--- src/rtl/core/lkv_pkg.sv ---
// ----------------------------------------------------------------------------
// lkv_pkg
// Shared constants for the LRU key-value store: default sizes, field widths
// and request kind codes.
// ----------------------------------------------------------------------------
package lkv_pkg;

    localparam int DEF_ENTRIES    = 16;
    localparam int DEF_KEY_BITS   = 32;
    localparam int DEF_VALUE_BITS = 32;

    localparam int KIND_BITS = 2;
    localparam int CAP_BITS  = 5;
    localparam int OCC_BITS  = 5;

    localparam logic [CAP_BITS-1:0] CAP_RESET = 5'd16;

    localparam logic [KIND_BITS-1:0] KIND_SET = 2'd0;
    localparam logic [KIND_BITS-1:0] KIND_GET = 2'd1;
    localparam logic [KIND_BITS-1:0] KIND_DEL = 2'd2;
    // spare code: no operation
    localparam logic [KIND_BITS-1:0] KIND_NOP = 2'd3;

endpackage

--- src/rtl/core/lru_key_value_store.sv ---
// ----------------------------------------------------------------------------
// lru_key_value_store
// Fully associative key-value store with least-recently-used replacement.
// ----------------------------------------------------------------------------
// One request at a time: the next item is taken only after the result of
// the last has gone into the output register. The key scan does most of the
// work: the key memory has one read port, so the slots are compared one per
// cycle by a single comparator, then a short sequencer applies at most two
// list operations (unlink / touch) to the recency ranks.
// The finished result sits in an output register, so a new item is accepted
// while the previous result waits to be taken. Capacity may be written only
// while the block is idle; zero acts as one, above ENTRIES acts as ENTRIES.
module lru_key_value_store
    import lkv_pkg::*;
#(
    parameter int ENTRIES    = DEF_ENTRIES,
    parameter int KEY_BITS   = DEF_KEY_BITS,
    parameter int VALUE_BITS = DEF_VALUE_BITS
)(
    input  logic                  clk,
    input  logic                  rst_n,

    input  logic                  cfg_we,
    input  logic [CAP_BITS-1:0]   cfg_data,

    input  logic                  in_valid,
    output logic                  in_stall,
    input  logic [KIND_BITS-1:0]  kind,
    input  logic [KEY_BITS-1:0]   key,
    input  logic [VALUE_BITS-1:0] value,

    output logic                  out_valid,
    input  logic                  out_stall,
    output logic                  hit,
    output logic [VALUE_BITS-1:0] read_value,
    output logic                  evicted,
    output logic [KEY_BITS-1:0]   evicted_key,
    output logic [OCC_BITS-1:0]   occupancy
);

    localparam int IDX_W = $clog2(ENTRIES);
    localparam int CNT_W = $clog2(ENTRIES + 1);
    localparam int SCN_W = IDX_W + 1;
    localparam int CMP_W = ((CNT_W > CAP_BITS) ? CNT_W : CAP_BITS) + 1;

    localparam logic [SCN_W-1:0] SCAN_END = SCN_W'(ENTRIES);

    typedef enum logic [6:0] {
        ST_IDLE   = 7'b0000001,
        ST_SCAN   = 7'b0000010,
        ST_DECIDE = 7'b0000100,
        ST_OP1    = 7'b0001000,
        ST_OP2    = 7'b0010000,
        ST_DONE   = 7'b0100000,
        ST_SPARE  = 7'b1000000
    } state_t;

    typedef enum logic [1:0] {
        OP_NONE   = 2'd0,
        OP_TOUCH  = 2'd1,
        OP_UNLINK = 2'd2
    } op_kind_t;

    typedef struct packed {
        op_kind_t          kind;
        logic [IDX_W-1:0]  slot;
        logic [IDX_W-1:0]  thr;     // on unlink or relink, ranks above this move down by one
        logic              relink;  // touch of a slot that is already linked
        logic              wr;      // touch also writes key and value
    } op_t;

    state_t state_reg, state_next;

    logic [CAP_BITS-1:0]   capacity_reg;

    logic [KIND_BITS-1:0]  kind_reg;
    logic [KEY_BITS-1:0]   key_reg;
    logic [VALUE_BITS-1:0] value_reg;

    logic [SCN_W-1:0]      cnt_reg;
    logic                  pipe_vld_reg;
    logic [IDX_W-1:0]      pipe_idx_reg;

    logic                  found_reg;
    logic [IDX_W-1:0]      s_idx_reg;
    logic [IDX_W-1:0]      s_rank_reg;
    logic                  has_lr0_reg;
    logic [IDX_W-1:0]      lr0_reg;
    logic [IDX_W-1:0]      lr1_reg;
    logic                  free_found_reg;
    logic [IDX_W-1:0]      free_reg;

    op_t                   op1_reg, op1_next;
    op_t                   op2_reg, op2_next;
    op_t                   op_act;
    logic                  ev_reg, ev_next;
    logic                  get_hit_reg, get_hit_next;
    logic [IDX_W-1:0]      ev_slot;

    logic [KEY_BITS-1:0]   evk_hold_reg;
    logic [VALUE_BITS-1:0] rdv_hold_reg;

    logic [ENTRIES-1:0]    valid_reg;
    logic [IDX_W-1:0]      rank_reg [ENTRIES];
    logic [CNT_W-1:0]      count_reg;

    logic [KEY_BITS-1:0]   key_mem [ENTRIES];
    logic [VALUE_BITS-1:0] val_mem [ENTRIES];
    logic [KEY_BITS-1:0]   rd_key_reg;
    logic [VALUE_BITS-1:0] rd_val_reg;
    logic [IDX_W-1:0]      key_raddr;

    logic                  out_valid_reg;
    logic                  hit_reg;
    logic [VALUE_BITS-1:0] read_value_reg;
    logic                  evicted_reg;
    logic [KEY_BITS-1:0]   evicted_key_reg;
    logic [OCC_BITS-1:0]   occupancy_reg;

    logic                  in_acc;
    logic                  out_load;

    logic [CMP_W-1:0]      cap_w;
    logic [CMP_W-1:0]      ent_w;
    logic [CMP_W-1:0]      cap_eff;
    logic [CMP_W-1:0]      count_w;
    logic [IDX_W-1:0]      target;

    assign in_stall = (state_reg != ST_IDLE);
    assign in_acc   = in_valid && (state_reg == ST_IDLE);
    assign out_load = (state_reg == ST_DONE) && (!out_valid_reg || !out_stall);

    // ------------------------------------------------------------------
    // Sequencer
    // ------------------------------------------------------------------
    always_comb
    begin
        state_next = state_reg;
        unique case (state_reg)
            ST_IDLE:
            begin
                if (in_valid)
                begin
                    state_next = ST_SCAN;
                end
            end
            ST_SCAN:
            begin
                if (cnt_reg == SCAN_END)
                begin
                    state_next = ST_DECIDE;
                end
            end
            ST_DECIDE: state_next = ST_OP1;
            ST_OP1:    state_next = ST_OP2;
            ST_OP2:    state_next = ST_DONE;
            ST_DONE:
            begin
                if (out_load)
                begin
                    state_next = ST_IDLE;
                end
            end
            default:   state_next = ST_IDLE;
        endcase
    end

    always_ff @(posedge clk or negedge rst_n)
    begin
        if (!rst_n)
        begin
            state_reg    <= ST_IDLE;
            capacity_reg <= CAP_RESET;
            cnt_reg      <= '0;
            pipe_vld_reg <= 1'b0;
        end
        else
        begin
            state_reg    <= state_next;
            if (cfg_we)
            begin
                capacity_reg <= cfg_data;
            end
            if (in_acc)
            begin
                cnt_reg <= '0;
            end
            else if (state_reg == ST_SCAN && cnt_reg != SCAN_END)
            begin
                cnt_reg <= cnt_reg + 1'b1;
            end
            pipe_vld_reg <= (state_reg == ST_SCAN) && (cnt_reg != SCAN_END);
        end
    end

    // ------------------------------------------------------------------
    // Request capture and slot scan (one slot compared per cycle)
    // ------------------------------------------------------------------
    always_ff @(posedge clk)
    begin
        pipe_idx_reg <= cnt_reg[IDX_W-1:0];
        if (in_acc)
        begin
            kind_reg       <= kind;
            key_reg        <= key;
            value_reg      <= value;
            found_reg      <= 1'b0;
            has_lr0_reg    <= 1'b0;
            free_found_reg <= 1'b0;
        end
        else if (state_reg == ST_SCAN && pipe_vld_reg)
        begin
            if (valid_reg[pipe_idx_reg])
            begin
                if (rd_key_reg == key_reg && !found_reg)
                begin
                    found_reg  <= 1'b1;
                    s_idx_reg  <= pipe_idx_reg;
                    s_rank_reg <= rank_reg[pipe_idx_reg];
                end
                if (rank_reg[pipe_idx_reg] == '0)
                begin
                    has_lr0_reg <= 1'b1;
                    lr0_reg     <= pipe_idx_reg;
                end
                if (rank_reg[pipe_idx_reg] == IDX_W'(1))
                begin
                    lr1_reg <= pipe_idx_reg;
                end
            end
            else if (!free_found_reg)
            begin
                free_found_reg <= 1'b1;
                free_reg       <= pipe_idx_reg;
            end
        end
    end

    // ------------------------------------------------------------------
    // Decide the list operations for this request
    // ------------------------------------------------------------------
    assign cap_w   = CMP_W'(capacity_reg);
    assign ent_w   = CMP_W'(ENTRIES);
    assign count_w = CMP_W'(count_reg);

    always_comb
    begin
        if (cap_w == '0)
        begin
            cap_eff = CMP_W'(1);
        end
        else if (cap_w > ent_w)
        begin
            cap_eff = ent_w;
        end
        else
        begin
            cap_eff = cap_w;
        end
    end

    // A miss that evicts reuses the lowest free slot, which may be the victim.
    assign target = (free_found_reg && free_reg < lr0_reg) ? free_reg : lr0_reg;

    always_comb
    begin
        op1_next     = '0;
        op2_next     = '0;
        ev_next      = 1'b0;
        get_hit_next = 1'b0;
        ev_slot      = lr0_reg;
        unique case (kind_reg)
            KIND_SET:
            begin
                if (found_reg)
                begin
                    op1_next = '{OP_TOUCH, s_idx_reg, s_rank_reg, 1'b1, 1'b1};
                    if (count_w > cap_eff)
                    begin
                        // after the touch the oldest is the old second oldest
                        // when the touched slot was the oldest
                        ev_next  = 1'b1;
                        ev_slot  = (s_rank_reg == '0) ? lr1_reg : lr0_reg;
                        op2_next = '{OP_UNLINK, ev_slot, '0, 1'b0, 1'b0};
                    end
                end
                else
                begin
                    if ((count_w + 1'b1) > cap_eff && has_lr0_reg)
                    begin
                        ev_next  = 1'b1;
                        op1_next = '{OP_UNLINK, lr0_reg, '0, 1'b0, 1'b0};
                        op2_next = '{OP_TOUCH, target, '0, 1'b0, 1'b1};
                    end
                    else if (free_found_reg)
                    begin
                        op2_next = '{OP_TOUCH, free_reg, '0, 1'b0, 1'b1};
                    end
                end
            end
            KIND_GET:
            begin
                if (found_reg)
                begin
                    get_hit_next = 1'b1;
                    op1_next     = '{OP_TOUCH, s_idx_reg, s_rank_reg, 1'b1, 1'b0};
                end
            end
            KIND_DEL:
            begin
                if (found_reg)
                begin
                    op1_next = '{OP_UNLINK, s_idx_reg, s_rank_reg, 1'b0, 1'b0};
                end
            end
            default: ;
        endcase
    end

    always_ff @(posedge clk or negedge rst_n)
    begin
        if (!rst_n)
        begin
            op1_reg     <= '0;
            op2_reg     <= '0;
            ev_reg      <= 1'b0;
            get_hit_reg <= 1'b0;
        end
        else if (state_reg == ST_DECIDE)
        begin
            op1_reg     <= op1_next;
            op2_reg     <= op2_next;
            ev_reg      <= ev_next;
            get_hit_reg <= get_hit_next;
        end
    end

    always_comb
    begin
        op_act = '0;
        if (state_reg == ST_OP1)
        begin
            op_act = op1_reg;
        end
        else if (state_reg == ST_OP2)
        begin
            op_act = op2_reg;
        end
    end

    // ------------------------------------------------------------------
    // Recency ranks, valid bits and count
    // ------------------------------------------------------------------
    always_ff @(posedge clk or negedge rst_n)
    begin
        if (!rst_n)
        begin
            valid_reg <= '0;
            count_reg <= '0;
            for (int i = 0; i < ENTRIES; i++)
            begin
                rank_reg[i] <= '0;
            end
        end
        else if (op_act.kind != OP_NONE)
        begin
            for (int i = 0; i < ENTRIES; i++)
            begin
                if (valid_reg[i] && rank_reg[i] > op_act.thr &&
                    (op_act.kind == OP_UNLINK || op_act.relink))
                begin
                    rank_reg[i] <= rank_reg[i] - 1'b1;
                end
            end
            if (op_act.kind == OP_UNLINK)
            begin
                valid_reg[op_act.slot] <= 1'b0;
                rank_reg[op_act.slot]  <= '0;
                if (count_reg != '0)
                begin
                    count_reg <= count_reg - 1'b1;
                end
            end
            else if (op_act.relink)
            begin
                rank_reg[op_act.slot] <= IDX_W'(count_reg - 1'b1);
            end
            else
            begin
                valid_reg[op_act.slot] <= 1'b1;
                rank_reg[op_act.slot]  <= IDX_W'(count_reg);
                count_reg              <= count_reg + 1'b1;
            end
        end
    end

    // ------------------------------------------------------------------
    // Key and value memories
    // ------------------------------------------------------------------
    assign key_raddr = (state_reg == ST_SCAN) ? cnt_reg[IDX_W-1:0] : ev_slot;

    always_ff @(posedge clk)
    begin
        if (op_act.kind == OP_TOUCH && op_act.wr)
        begin
            key_mem[op_act.slot] <= key_reg;
            val_mem[op_act.slot] <= value_reg;
        end
        rd_key_reg <= key_mem[key_raddr];
        rd_val_reg <= val_mem[s_idx_reg];
    end

    // ------------------------------------------------------------------
    // Result
    // ------------------------------------------------------------------
    always_ff @(posedge clk)
    begin
        if (state_reg == ST_OP1)
        begin
            evk_hold_reg <= ev_reg ? rd_key_reg : '0;
            rdv_hold_reg <= get_hit_reg ? rd_val_reg : '0;
        end
        if (out_load)
        begin
            hit_reg         <= found_reg && (kind_reg != KIND_NOP);
            read_value_reg  <= rdv_hold_reg;
            evicted_reg     <= ev_reg;
            evicted_key_reg <= evk_hold_reg;
            occupancy_reg   <= OCC_BITS'(count_reg);
        end
    end

    always_ff @(posedge clk or negedge rst_n)
    begin
        if (!rst_n)
        begin
            out_valid_reg <= 1'b0;
        end
        else if (out_load)
        begin
            out_valid_reg <= 1'b1;
        end
        else if (!out_stall)
        begin
            out_valid_reg <= 1'b0;
        end
    end

    assign out_valid   = out_valid_reg;
    assign hit         = hit_reg;
    assign read_value  = read_value_reg;
    assign evicted     = evicted_reg;
    assign evicted_key = evicted_key_reg;
    assign occupancy   = occupancy_reg;

endmodule

--- config.mk ---
export PLATFORM = sky130hd
export DESIGN_NAME = lru_key_value_store
export DESIGN_NICKNAME = d
export VERILOG_FILES = /design/src/rtl/core/lkv_pkg.sv /design/src/rtl/core/lru_key_value_store.sv
export SDC_FILE = /design/constraint.sdc
export NUM_CORES = 2
export LEC_CHECK = 0
export BUFFER_PORTS_ARGS = -buffer_cell sky130_fd_sc_hd__buf_4
export CAP_MARGIN = 20
export CORE_ASPECT_RATIO = 1.25
export CORE_MARGIN = 8
export CORE_UTILIZATION = 55
export CTS_CLUSTER_DIAMETER = 200
export DETAILED_ROUTE_END_ITERATION = 8
export PLACE_DENSITY = 0.83
export SETUP_SLACK_MARGIN = 0.02
export SYNTH_ARGS = -nofsm -noshare
export SYNTH_HDL_FRONTEND = slang
export SYNTH_SLANG_ARGS = --single-unit
--- constraint.sdc ---
create_clock -name clk -period 5.6 [get_ports clk]
set_input_delay 0.28 -clock clk [delete_from_list [all_inputs] [get_ports clk]]
set_output_delay 0.28 -clock clk [all_outputs]
set_load 0.01 [all_outputs]
==> results_dict.tcl <==
set metrics [dict create \
    outcome "complete, no violations" \
    coreArea_um2 105000 \
    rsz0062_at_grt "no" \
    ys_warn_count 0 \
    p_per_area_nw_per_um2 370 \
    cp_top_family "compound AO/OA/AOI/OAI gates" \
    grt_pass1_wl_um 224000 \
    max_cap_viol_count 0 \
    ys_seq_area_frac 0.719 \
    place.gp.congestion 0.878 \
    synth_edf_count 1245 \
    tightest_slew_ns 1.22 \
    synthToLayoutAreaGrowth_pct 15.1 \
    antenna_found_initial 1 \
    floorplan.rows 133 \
    clkLatencyLatePin_ns 0.77 \
    cts_sinks 1438 \
    die_w_um 307 \
    drv_slew 0 \
    period_share 0.793 \
    cts_root_buf "clkbuf_16" \
    netlist_instances 3425 \
    r2r-start "capacity_reg[4]" \
    vias 34900 \
    cts_htree_levels 4 \
    viasPerCell 6.67 \
    hold_path_class "in2reg" \
    fin_crit_ns 4.44 \
    first_pass_iters 9 \
    relSlewSlack 0.185 \
    fin_nets 3869 \
    drc 0 \
    finalHoldViolations 0 \
    synth_area_per_cell_um2 17.0 \
    ctsResizeCount 0 \
    numCtsBuffers 136 \
    netlist_area_um2 58200 \
    grt_overflow 0 \
    whs_path_depth 2 \
    reg2reg_slack_ns 1.16 \
    dieHeight_um 380 \
    crit_type "reg2reg" \
    cp_data_arrival_time_ns 5.17 \
    cts_tree "yes" \
    hpwlAfterDp_um 84200 \
    grt_max_degree 130 \
    place_area_um2 61600 \
    track_usage 0.255 \
    post_drt_wl_per_cell_um 29.1 \
    setup_viol 0 \
    io_pins 149 \
    fin_setup_tns_ns 0 \
    synth-main-ff-cell "edfxtp_1" \
    totalPowerFinal_mw 24.8 \
    hold_path.startpoint "value[18]" \
    start_kind "register" \
    drt_iter0_drc 4596 \
    p_leak_nw 23.0 \
    cts.path.max_buffers 3 \
    irDropWorstVdd_mv 0.353 \
    n_fill_cell 6948 \
    slowest_delay_ns 1.03 \
    path_buf_inv 2 \
    critPathCaptureType "register" \
    dieArea_um2 117000 \
    synthArstFlopShare 0.0848 \
    crit_fanout 26 \
    layout-drive-gt1-share 0.178 \
    skew_ns 0.0395 \
    cp.required_ns 6.33 \
    ys_seq_elements 1438 \
    worstHoldEndpoint "value_reg[18]" \
    synthDistinctLibCells 65 \
    drt-total-wl_um 152000 \
    path_cells "inv_1 -> ha_1 -> nand3_1 -> a21oi_1 -> o21a_1 -> o211ai_1 -> o21ai_0 -> nand3_2 -> buf_4 -> o22ai_1 -> or4_1" \
    clk_pin_slew_ns 0.07 \
    design_area_um2 67000 \
    synth_fp_nets 3599 \
    reg2reg_depth 11 \
    grt_pass1_vias 35100 \
    r2r-end "rd_key_reg[22]" \
    numPortBuffers 148 \
    clock.fmax_mhz 225 \
    initial_core_util 0.554 \
    detail-route-antenna-nets 0 \
    slowest_stage "nand3_2" \
]
[power breakdown]
| group | switching (mW) | internal (mW) | total (mW) |
|---|---|---|---|
| sequential | 0.801 | 12.4 | 13.2 |
| clock | 4.11 | 5.26 | 9.37 |
| combinational | 1.36 | 0.894 | 2.26 |
| total | 6.28 | 18.5 | 24.8 |
[cell usage after synthesis, types with 37 or more instances]
cell / instances / area [um2]
a22oi_1: 43 / 323
mux2i_1: 239 / 2390
edfxtp_1: 1245 / 37400
inv_1: 70 / 263
dfxtp_1: 71 / 1420
and2_1: 68 / 425
o21ai_0: 64 / 320
a221oi_1: 87 / 762
clkbuf_1: 128 / 480
mux4_2: 184 / 4140
dfrtp_1: 120 / 3000
o21a_1: 37 / 278
a21oi_1: 65 / 325
nor2_1: 179 / 672
o22ai_1: 152 / 951
nand2_1: 115 / 432
ha_1: 98 / 1230
[final cells by class]
type	instances	area, um2	share of cell area
clock buffers	189	3810	0.0569
well taps	1417	1770	0.0264
multi-input cells	1740	15600	0.233
inverters	71	269	0.00401
repair buffers	308	2920	0.0436
flip-flops and latches	1438	41900	0.625
clock inverters	60	748	0.0112
diodes	1	2.50	0.0000373
[kinds of logic after synthesis]
family,share of synthesized area
flops,0.719
simple gates,0.0485
fa+ha+maj,0.0211
mux,0.114
xor+xnor,0.00662
compound gates,0.0744
buf+inv,0.0166
[routing by layer]
| layer | track usage | part of all wire |
|---|---|---|
| met1 | 0.316 | 0.35 |
| met2 | 0.429 | 0.50 |
| met3 | 0.0505 | 0.10 |
| met4 | 0.127 | 0.053 |
| met5 | 0 | 0 |
[cells in the final DEF, fill, tap and decap left out, types with 10 or more instances in the layout]
master / n
nor2_1: 161
a211o_1: 12
xor2_1: 34
buf_4: 199
xnor2_1: 10
o21a_1: 37
inv_1: 69
nor4_1: 26
o22a_1: 34
nand2_1: 115
edfxtp_1: 1245
and2_1: 68
o221ai_1: 16
nand4_1: 18
nor2_4: 18
o2111ai_1: 10
o21ai_0: 64
nor4b_1: 13
or4_1: 35
clkinv_2: 24
mux2i_1: 238
a221o_1: 29
nor2b_1: 21
a221oi_1: 87
clkbuf_8: 19
a21oi_1: 64
a22oi_1: 43
mux4_2: 184
o22ai_1: 151
dfrtp_1: 118
buf_12: 30
ha_1: 98
dfxtp_1: 71
nand3_1: 23
clkbuf_1: 33
a211oi_1: 11
clkbuf_16: 137
dlygate4sd3_1: 76
nor3_1: 23
[repair_timing]
item,4_1_cts,5_1_grt
endpoints found under the hold margin,153,12
setup buffers,0,0
hold buffers,75,1
[worst max-delay path by stage]
stage	start	end	depth (start not counted)
2_1_floorplan	state_reg[4]	key_mem[4][0]	8
3_3_place_gp	state_reg[1]	val_mem[12][4]	7
3_5_place_dp	state_reg[1]	key_mem[11][21]	8
4_1_cts	state_reg[1]	val_mem[9][12]	7
5_1_grt	capacity_reg[4]	rd_key_reg[22]	11
6_report	capacity_reg[4]	rd_key_reg[22]	11
[stage by stage]
step	utilization	worst slack, ns	std cells	hold slack, ns
3_5_place_dp	0.586	1.27	4895	0.405
4_1_cts	0.637	1.19	5219	0.159
3_3_place_gp	0.586	1.34	4895	0.403
2_1_floorplan	-	0.0316	3425	-0.0156
5_1_grt	0.637	1.02	5224	0.198
6_report	0.637	1.16	5224	0.211
Note: power is estimated with default switching activity, not from simulation.
